### src/hdl/sfvs_pkg.sv
// shared types, constants and bit-search helpers for the scan floor visit scheduler
// no dependencies; imported by the controller, the datapath and the top level
package sfvs_pkg;

   localparam int NUM_FLOORS   = 64;
   localparam int TIME_BITS    = 32;

   localparam int REQ_BITS     = 64;
   localparam int FLOOR_BITS   = 6;
   localparam int TICK_BITS    = 16;
   localparam int ARRIVAL_BITS = 32;
   localparam int DELTA_BITS   = FLOOR_BITS + TICK_BITS;
   localparam int SUM_BITS     = ((TIME_BITS > DELTA_BITS) ? TIME_BITS : DELTA_BITS) + 1;
   localparam int CSR_IDX_BITS = 1;
   localparam int CSR_DATA_BITS = TICK_BITS;

   localparam logic [REQ_BITS-1:0]   FLOOR_MASK = {REQ_BITS{1'b1}} >> (REQ_BITS - NUM_FLOORS);
   localparam logic [FLOOR_BITS-1:0] TOP_FLOOR  = FLOOR_BITS'(NUM_FLOORS - 1);
   localparam logic [TICK_BITS-1:0]  TICKS_RESET = TICK_BITS'(1);

   localparam logic [CSR_IDX_BITS-1:0] REG_TICKS_PER_FLOOR = 1'd0;
   localparam logic [CSR_IDX_BITS-1:0] REG_START_FLOOR     = 1'd1;

   typedef struct packed {
      logic [REQ_BITS-1:0] floor_requests;
      logic                go_down_first;
   } req_type;

   typedef struct packed {
      logic [FLOOR_BITS-1:0]   visited_floor;
      logic [ARRIVAL_BITS-1:0] arrival_time;
      logic                    last_visit;
   } rsp_type;

   typedef struct packed {
      logic load;
      logic issue;
   } cmd_type;

   typedef struct packed {
      logic pending;
      logic pipe_empty;
   } stat_type;

   function automatic logic [REQ_BITS-1:0] lowest_onehot(input logic [REQ_BITS-1:0] x);
      return x & (~x + REQ_BITS'(1));
   endfunction

   function automatic logic [REQ_BITS-1:0] highest_onehot(input logic [REQ_BITS-1:0] x);
      logic [REQ_BITS-1:0] rev;
      logic [REQ_BITS-1:0] oh;
      logic [REQ_BITS-1:0] res;
      for (int i = 0; i < REQ_BITS; i++) begin
         rev[i] = x[REQ_BITS-1-i];
      end
      oh = lowest_onehot(rev);
      for (int i = 0; i < REQ_BITS; i++) begin
         res[i] = oh[REQ_BITS-1-i];
      end
      return res;
   endfunction

   function automatic logic [FLOOR_BITS-1:0] onehot_index(input logic [REQ_BITS-1:0] oh);
      logic [FLOOR_BITS-1:0] idx;
      idx = '0;
      for (int i = 0; i < REQ_BITS; i++) begin
         if (oh[i]) begin
            idx = idx | FLOOR_BITS'(i);
         end
      end
      return idx;
   endfunction

endpackage

### src/hdl/sfvs_ctrl.sv
// sequencer for the scan floor visit scheduler: idle, issue visits, drain pipeline
// depends on sfvs_pkg
module sfvs_ctrl (
   input  logic               clock,
   input  logic               reset,
   input  logic               start,
   output logic               busy,
   output sfvs_pkg::cmd_type  cmd,
   input  sfvs_pkg::stat_type stat
);
   import sfvs_pkg::*;

   localparam logic [1:0] ST_IDLE  = 2'd0;
   localparam logic [1:0] ST_SCAN  = 2'd1;
   localparam logic [1:0] ST_DRAIN = 2'd2;

   logic [1:0] state_ff;
   logic [1:0] state_in;

   always_comb begin
      state_in  = state_ff;
      cmd.load  = 1'b0;
      cmd.issue = 1'b0;
      case (state_ff)
         ST_IDLE: begin
            if (start) begin
               cmd.load = 1'b1;
               state_in = ST_SCAN;
            end
         end
         ST_SCAN: begin
            cmd.issue = 1'b1;
            // leave once no floor is left pending: the last pick has gone out (or nothing was requested)
            if (!stat.pending) begin
               state_in = ST_DRAIN;
            end
         end
         ST_DRAIN: begin
            if (stat.pipe_empty) begin
               state_in = ST_IDLE;
            end
         end
         default: begin
            state_in = ST_IDLE;
         end
      endcase
   end

   always_ff @(posedge clock) begin
      if (reset) begin
         state_ff <= ST_IDLE;
      end else begin
         state_ff <= state_in;
      end
   end

   assign busy = (state_ff != ST_IDLE);

endmodule

### src/hdl/sfvs_dpath.sv
// datapath: sweep masks, floor picker, distance, travel-time multiply, saturating clock
// depends on sfvs_pkg
module sfvs_dpath (
   input  logic                                clock,
   input  logic                                reset,
   input  sfvs_pkg::cmd_type                   cmd,
   output sfvs_pkg::stat_type                  stat,
   input  sfvs_pkg::req_type                   req_data,
   input  logic                                csr_we,
   input  logic [sfvs_pkg::CSR_IDX_BITS-1:0]   csr_index,
   input  logic [sfvs_pkg::CSR_DATA_BITS-1:0]  csr_wdata,
   output logic                                rsp_valid,
   output sfvs_pkg::rsp_type                   rsp_data
);
   import sfvs_pkg::*;

   logic [TICK_BITS-1:0]  ticks_ff;
   logic [FLOOR_BITS-1:0] cur_floor_ff;
   logic [TIME_BITS-1:0]  elapsed_ff;
   logic [TIME_BITS-1:0]  elapsed_in;
   logic [REQ_BITS-1:0]   first_ff;
   logic [REQ_BITS-1:0]   second_ff;
   logic                  first_dn_ff;

   logic                  s1_valid_ff;
   logic [FLOOR_BITS-1:0] s1_floor_ff;
   logic [FLOOR_BITS-1:0] s1_dist_ff;
   logic                  s1_last_ff;
   logic                  s2_valid_ff;
   logic [FLOOR_BITS-1:0] s2_floor_ff;
   logic [DELTA_BITS-1:0] s2_delta_ff;
   logic                  s2_last_ff;
   logic                  rsp_valid_ff;
   rsp_type               rsp_ff;

   logic [REQ_BITS-1:0]   cur_bit;
   logic [REQ_BITS-1:0]   req_m;
   logic [REQ_BITS-1:0]   below;
   logic [REQ_BITS-1:0]   above;
   logic                  first_any;
   logic [REQ_BITS-1:0]   src;
   logic                  dir_dn;
   logic [REQ_BITS-1:0]   pick_oh;
   logic [FLOOR_BITS-1:0] pick_floor;
   logic [REQ_BITS-1:0]   rest;
   logic                  pick_last;
   logic                  do_pick;
   logic [FLOOR_BITS-1:0] pick_dist;
   logic [FLOOR_BITS-1:0] start_sat;
   logic [SUM_BITS-1:0]   sum;

   // split the request into the floors above and below the car
   always_comb begin
      cur_bit = REQ_BITS'(1) << cur_floor_ff;
      req_m   = req_data.floor_requests & FLOOR_MASK & ~cur_bit;
      below   = req_m & (cur_bit - REQ_BITS'(1));
      above   = req_m & ~below;
   end

   // one visit per cycle: lowest bit going up, highest bit going down
   always_comb begin
      first_any  = |first_ff;
      src        = first_any ? first_ff : second_ff;
      dir_dn     = first_any ? first_dn_ff : !first_dn_ff;
      pick_oh    = dir_dn ? highest_onehot(src) : lowest_onehot(src);
      pick_floor = onehot_index(pick_oh);
      rest       = src ^ pick_oh;
      pick_last  = first_any ? ((rest == '0) && (second_ff == '0)) : (rest == '0);
      do_pick    = cmd.issue && (first_any || (|second_ff));
      pick_dist  = (pick_floor > cur_floor_ff) ? (pick_floor - cur_floor_ff)
                                               : (cur_floor_ff - pick_floor);
      start_sat  = ({1'b0, csr_wdata[FLOOR_BITS-1:0]} > {1'b0, TOP_FLOOR}) ?
                   TOP_FLOOR : csr_wdata[FLOOR_BITS-1:0];
   end

   always_comb begin
      sum        = SUM_BITS'(elapsed_ff) + SUM_BITS'(s2_delta_ff);
      elapsed_in = (|(sum >> TIME_BITS)) ? {TIME_BITS{1'b1}} : sum[TIME_BITS-1:0];
   end

   always_ff @(posedge clock) begin
      if (reset) begin
         ticks_ff     <= TICKS_RESET;
         cur_floor_ff <= '0;
         elapsed_ff   <= '0;
         first_ff     <= '0;
         second_ff    <= '0;
         first_dn_ff  <= 1'b0;
         s1_valid_ff  <= 1'b0;
         s2_valid_ff  <= 1'b0;
         rsp_valid_ff <= 1'b0;
      end else begin
         if (csr_we && (csr_index == REG_TICKS_PER_FLOOR)) begin
            ticks_ff <= csr_wdata[TICK_BITS-1:0];
         end

         if (csr_we && (csr_index == REG_START_FLOOR)) begin
            cur_floor_ff <= start_sat;
         end else if (do_pick) begin
            cur_floor_ff <= pick_floor;
         end

         if (csr_we && (csr_index == REG_START_FLOOR)) begin
            elapsed_ff <= '0;
         end else if (s2_valid_ff) begin
            elapsed_ff <= elapsed_in;
         end

         if (cmd.load) begin
            first_ff    <= req_data.go_down_first ? below : above;
            second_ff   <= req_data.go_down_first ? above : below;
            first_dn_ff <= req_data.go_down_first;
         end else if (do_pick) begin
            if (first_any) begin
               first_ff <= rest;
            end else begin
               second_ff <= rest;
            end
         end

         s1_valid_ff  <= do_pick;
         s2_valid_ff  <= s1_valid_ff;
         rsp_valid_ff <= s2_valid_ff;
      end
   end

   always_ff @(posedge clock) begin
      if (do_pick) begin
         s1_floor_ff <= pick_floor;
         s1_dist_ff  <= pick_dist;
         s1_last_ff  <= pick_last;
      end
      if (s1_valid_ff) begin
         s2_floor_ff <= s1_floor_ff;
         s2_delta_ff <= DELTA_BITS'(s1_dist_ff) * DELTA_BITS'(ticks_ff);
         s2_last_ff  <= s1_last_ff;
      end
      if (s2_valid_ff) begin
         rsp_ff.visited_floor <= s2_floor_ff;
         rsp_ff.arrival_time  <= ARRIVAL_BITS'(elapsed_in);
         rsp_ff.last_visit    <= s2_last_ff;
      end
   end

   assign stat.pending    = (|first_ff) || (|second_ff);
   assign stat.pipe_empty = !s1_valid_ff && !s2_valid_ff;
   assign rsp_valid       = rsp_valid_ff;
   assign rsp_data        = rsp_ff;

endmodule

### src/hdl/scan_floor_visit_scheduler_unit.sv
// scan floor visit scheduler, top level: controller plus datapath
// the first visit is picked in the scan state and passes the s1, s2 and response registers; then one visit per cycle
// an item keeps busy high while its visits are picked and the pipeline drains, one bit picked
//   per cycle by the priority encoder; an empty request frees the block after the scan and drain states
// results are strobed for one cycle on rsp_valid; the receiver cannot stall
// synchronous active-high reset: ticks_per_floor = 1, floor 0, elapsed time 0, idle
module scan_floor_visit_scheduler_unit (
   input  logic                                clock,
   input  logic                                reset,
   input  logic                                start,
   output logic                                busy,
   input  sfvs_pkg::req_type                   req_data,
   output logic                                rsp_valid,
   output sfvs_pkg::rsp_type                   rsp_data,
   input  logic                                csr_we,
   input  logic [sfvs_pkg::CSR_IDX_BITS-1:0]   csr_index,
   input  logic [sfvs_pkg::CSR_DATA_BITS-1:0]  csr_wdata
);
   import sfvs_pkg::*;

   cmd_type  cmd;
   stat_type stat;

   sfvs_ctrl u_ctrl (
      .clock (clock),
      .reset (reset),
      .start (start),
      .busy  (busy),
      .cmd   (cmd),
      .stat  (stat)
   );

   sfvs_dpath u_dpath (
      .clock     (clock),
      .reset     (reset),
      .cmd       (cmd),
      .stat      (stat),
      .req_data  (req_data),
      .csr_we    (csr_we),
      .csr_index (csr_index),
      .csr_wdata (csr_wdata),
      .rsp_valid (rsp_valid),
      .rsp_data  (rsp_data)
   );

   // a visit that is not the last one means the item is still in flight
   a_more_busy: assert property (@(posedge clock) disable iff (reset)
      (rsp_valid && !rsp_data.last_visit) |-> busy)
      else $error("non-final visit while idle");

   // the last visit of an item is never directly followed by another visit
   a_last_gap: assert property (@(posedge clock) disable iff (reset)
      (rsp_valid && rsp_data.last_visit) |=> !rsp_valid)
      else $error("visit right after a final visit");

   // results only come out of an item in progress
   a_rsp_in_item: assert property (@(posedge clock) disable iff (reset)
      rsp_valid |-> $past(busy))
      else $error("visit without an item in progress");

   // every visited floor lies within the building
   a_floor_range: assert property (@(posedge clock) disable iff (reset)
      rsp_valid |-> ({1'b0, rsp_data.visited_floor} <= {1'b0, TOP_FLOOR}))
      else $error("visited floor out of range");

endmodule
### config.mk
export PLATFORM = sky130hd
export DESIGN_NAME = scan_floor_visit_scheduler_unit
export DESIGN_NICKNAME = d
export VERILOG_FILES = /design/src/hdl/sfvs_pkg.sv /design/src/hdl/sfvs_ctrl.sv /design/src/hdl/sfvs_dpath.sv /design/src/hdl/scan_floor_visit_scheduler_unit.sv
export SDC_FILE = /design/constraint.sdc
export NUM_CORES = 1
export LEC_CHECK = 0
export ABC_AREA = 1
export BUFFER_PORTS_ARGS = -buffer_cell sky130_fd_sc_hd__buf_2
export CORE_MARGIN = 2
export CORE_UTILIZATION = 30
export CTS_CLUSTER_SIZE = 40
export DETAILED_ROUTE_END_ITERATION = 6
export PLACE_DENSITY = 0.57
export SETUP_SLACK_MARGIN = 0.05
export SLEW_MARGIN = 30
export SYNTH_ARGS = -nofsm -noshare
export SYNTH_HDL_FRONTEND = slang
export SYNTH_SLANG_ARGS = --single-unit
### constraint.sdc
create_clock -name clock -period 6.5 [get_ports clock]
set_clock_uncertainty 0.1 [all_clocks]
set_input_delay 0.325 -clock clock [delete_from_list [all_inputs] [get_ports clock]]
set_output_delay 0.325 -clock clock [all_outputs]
set_load 0.1 [all_outputs]
==> flow_metrics.tcl <==
set metrics [dict create \
    status "finished clean" \
    cts_hold_buffers 18 \
    synth_flop_cell "dfxtp_1" \
    final_antenna_net_count 0 \
    drt_iter0_drc 2771 \
    final_nets 4074 \
    ys_async_sr_fraction 0 \
    tns_ns 0 \
    start_kind "register" \
    place_ws_ns 0.533 \
    reg2reg_depth 29 \
    die_h_um 283 \
    period_share 0.956 \
    most-common-layout-cells "nand2_1, nor2_1, inv_1" \
    overflow 0 \
    holdPathStages 2 \
    syn_inst 3765 \
    finalSetupViolations 0 \
    portBuffers 126 \
    gp_congestion 1.05 \
    drive_above_1_share 0.0925 \
    clock-sinks 269 \
    grt_first_pass_wirelength_um 165000 \
    report.final.slew_viol_count 0 \
    final_common_cell "nand2_1" \
    min_to "u_dpath.rsp_valid" \
    synth_edf_count 81 \
    fmax_ghz 0.161 \
    clock_latency_ns 0.62 \
    synth_warnings 0 \
    syn_area_um2 23400 \
    cap_violations 0 \
    h-tree-depth 1 \
    core-area_um2 77300 \
    syn2layout_area_growth_pct 13.6 \
    critical_path_class "register to register" \
    ys_ff_latch 269 \
    synth.distinct_cells 59 \
    hold_path_startpoint "reset" \
    min_path_type "input port to register" \
    period_minus_slack_ns 6.21 \
    instances_no_fill 4930 \
    rsz0062_at_grt "no" \
    syn_avg_cell_area_um2 6.22 \
    irDropWorstVdd_mv 0.211 \
    cts-buffers-inserted 30 \
    fp.dieW_um 283 \
    yosysTopAreaCell "nand2_1" \
    yosysTopAreaCellShare 0.179 \
    cp_common_cell "nand2_1" \
    cts_max_path_buffers 3 \
    clk_pin_slew_ns 0.07 \
    antenna_found_initial 3 \
    regToRegSetupSlack_ns 0.29 \
    ios 127 \
    power_density_nw_per_um2 336 \
    crit_path_top_delay_cell "fa_1" \
    final_util 0.344 \
    synth.area.top_cells "nand2_1, dfxtp_1, edfxtp_1" \
    vias_per_cell 5.37 \
    ys_seq_area_frac 0.264 \
    cp_top_family "simple AND/OR/NAND/NOR gates" \
    drcViolationCount 0 \
    fill_cells 8589 \
    cts_tree "done" \
    dieArea_um2 80400 \
    num_rows 102 \
    grt.total_usage 0.272 \
    dp.cells 4856 \
    cts_resized 0 \
    relSlewSlack 0.304 \
    grt_pass1_vias 25417 \
    syn_nets 3973 \
    vias 26490 \
    antenna_cells 0 \
    r2r_end "u_dpath.s1_dist_ff[5]" \
    root_buffer "clkbuf_16" \
    cp.required_ns 6.78 \
    firstDrtPassIters 6 \
    cp_slowest_stage_delay_ns 0.50 \
    end_kind "register" \
    hold_viol 0 \
    worst_pin_slew_ns 1.04 \
    power_leakage_nw 13.2 \
    wl_per_cell_um 22.8 \
    start_util 0.303 \
    post_cts_buffers 0 \
    dp_hpwl_um 91400 \
    power_mw 8.95 \
    grt_max_degree 84 \
    crit_arrival_ns 6.49 \
    setup_slack_ns 0.286 \
    totalWireLength_um 112000 \
    cp_max_fo 74 \
    r2r-start "u_dpath.first_ff[3]" \
    critPathBufInv 2 \
]
==> where the power goes <==
| group | switching, mW | leakage (nW) | internal, mW |
|---|---|---|---|
| registers | 0.289 | 2.29 | 2.05 |
| logic | 3.33 | 10.4 | 1.44 |
| clock network | 0.807 | 0.507 | 1.03 |
==> cell usage after synthesis (33+ instances only) <==
| library cell | instances |
|---|---|
| nand2_1 | 1118 |
| nor2_1 | 539 |
| inv_1 | 467 |
| nand3_1 | 282 |
| dfxtp_1 | 188 |
| a21oi_1 | 173 |
| o21ai_0 | 141 |
| clkbuf_1 | 95 |
| edfxtp_1 | 81 |
| nand4_1 | 67 |
| ha_1 | 62 |
| fa_1 | 60 |
| nor3_1 | 37 |
| o211ai_1 | 33 |
==> cell type report <==
cell class / count / area (um2) / share of cell area
multi-input combinational: 2850 / 14700 / 0.552
sequential: 269 / 6200 / 0.233
inverter: 481 / 1810 / 0.0679
timing repair buffer: 234 / 1560 / 0.0587
tap: 1040 / 1300 / 0.0489
clock buffer: 34 / 818 / 0.0307
clock inverter: 22 / 236 / 0.00888
==> flip-flops by register name (all words and copies together) (netlist names), 2 cells and up <==
signal	flops
u_dpath.s1_floor_ff	6
u_dpath.first_ff	64
u_dpath.s2_delta_ff	22
u_dpath.ticks_ff	16
u_dpath.s1_dist_ff	6
u_ctrl.state_ff	2
u_dpath.second_ff	64
u_dpath.elapsed_ff	32
u_dpath.cur_floor_ff	6
u_dpath.rsp_data	39
u_dpath.s2_floor_ff	6
==> stage by stage <==
step / area (um2) / hold slack, ns
global route: 26600 / 0.0522
CTS: 26600 / 0.0123
detailed placement: 25400 / 0.305
floorplan: 23400 / 0.300
finish: 26600 / 0.0276
global placement: 25400 / 0.300
==> kinds of logic (layout without fill, tap and decap cells) <==
kind of cell / Yosys count / in the layout / share of synthesized area
AOI/OAI and AO/OA: 534 / 534 / 0.141
and+or+nand+nor: 2157 / 2157 / 0.385
DFF: 269 / 269 / 0.264
xor gates and xnor gates: 37 / 37 / 0.0138
adders and majority gates: 122 / 122 / 0.0844
buffers and inverters: 646 / 771 / 0.111
==> layer usage <==
metal  up-vias  part of all wire  track usage
met5         -                 0            0
met3       308             0.074       0.0432
met1     12467              0.41        0.340
li1      12508                 -            -
met2      1207              0.45        0.447
met4         0             0.066        0.149
==> how the worst max path moves through the flow <==
stage | slack, ns | startpoint | end | depth (start not counted)
2_1_floorplan | 1.54 | u_dpath.s1_dist_ff[5] | u_dpath.s2_delta_ff[21] | 26
3_3_place_gp | 0.33 | u_dpath.first_ff[3] | u_dpath.s1_dist_ff[5] | 27
3_5_place_dp | 0.53 | u_dpath.first_ff[3] | u_dpath.s1_dist_ff[5] | 27
4_1_cts | 0.49 | u_dpath.first_ff[3] | u_dpath.s1_dist_ff[5] | 27
5_1_grt | 0.07 | u_dpath.first_ff[3] | u_dpath.s1_dist_ff[5] | 27
6_report | 0.29 | u_dpath.first_ff[3] | u_dpath.s1_dist_ff[5] | 29
Note: power is estimated with default switching activity, not from simulation.
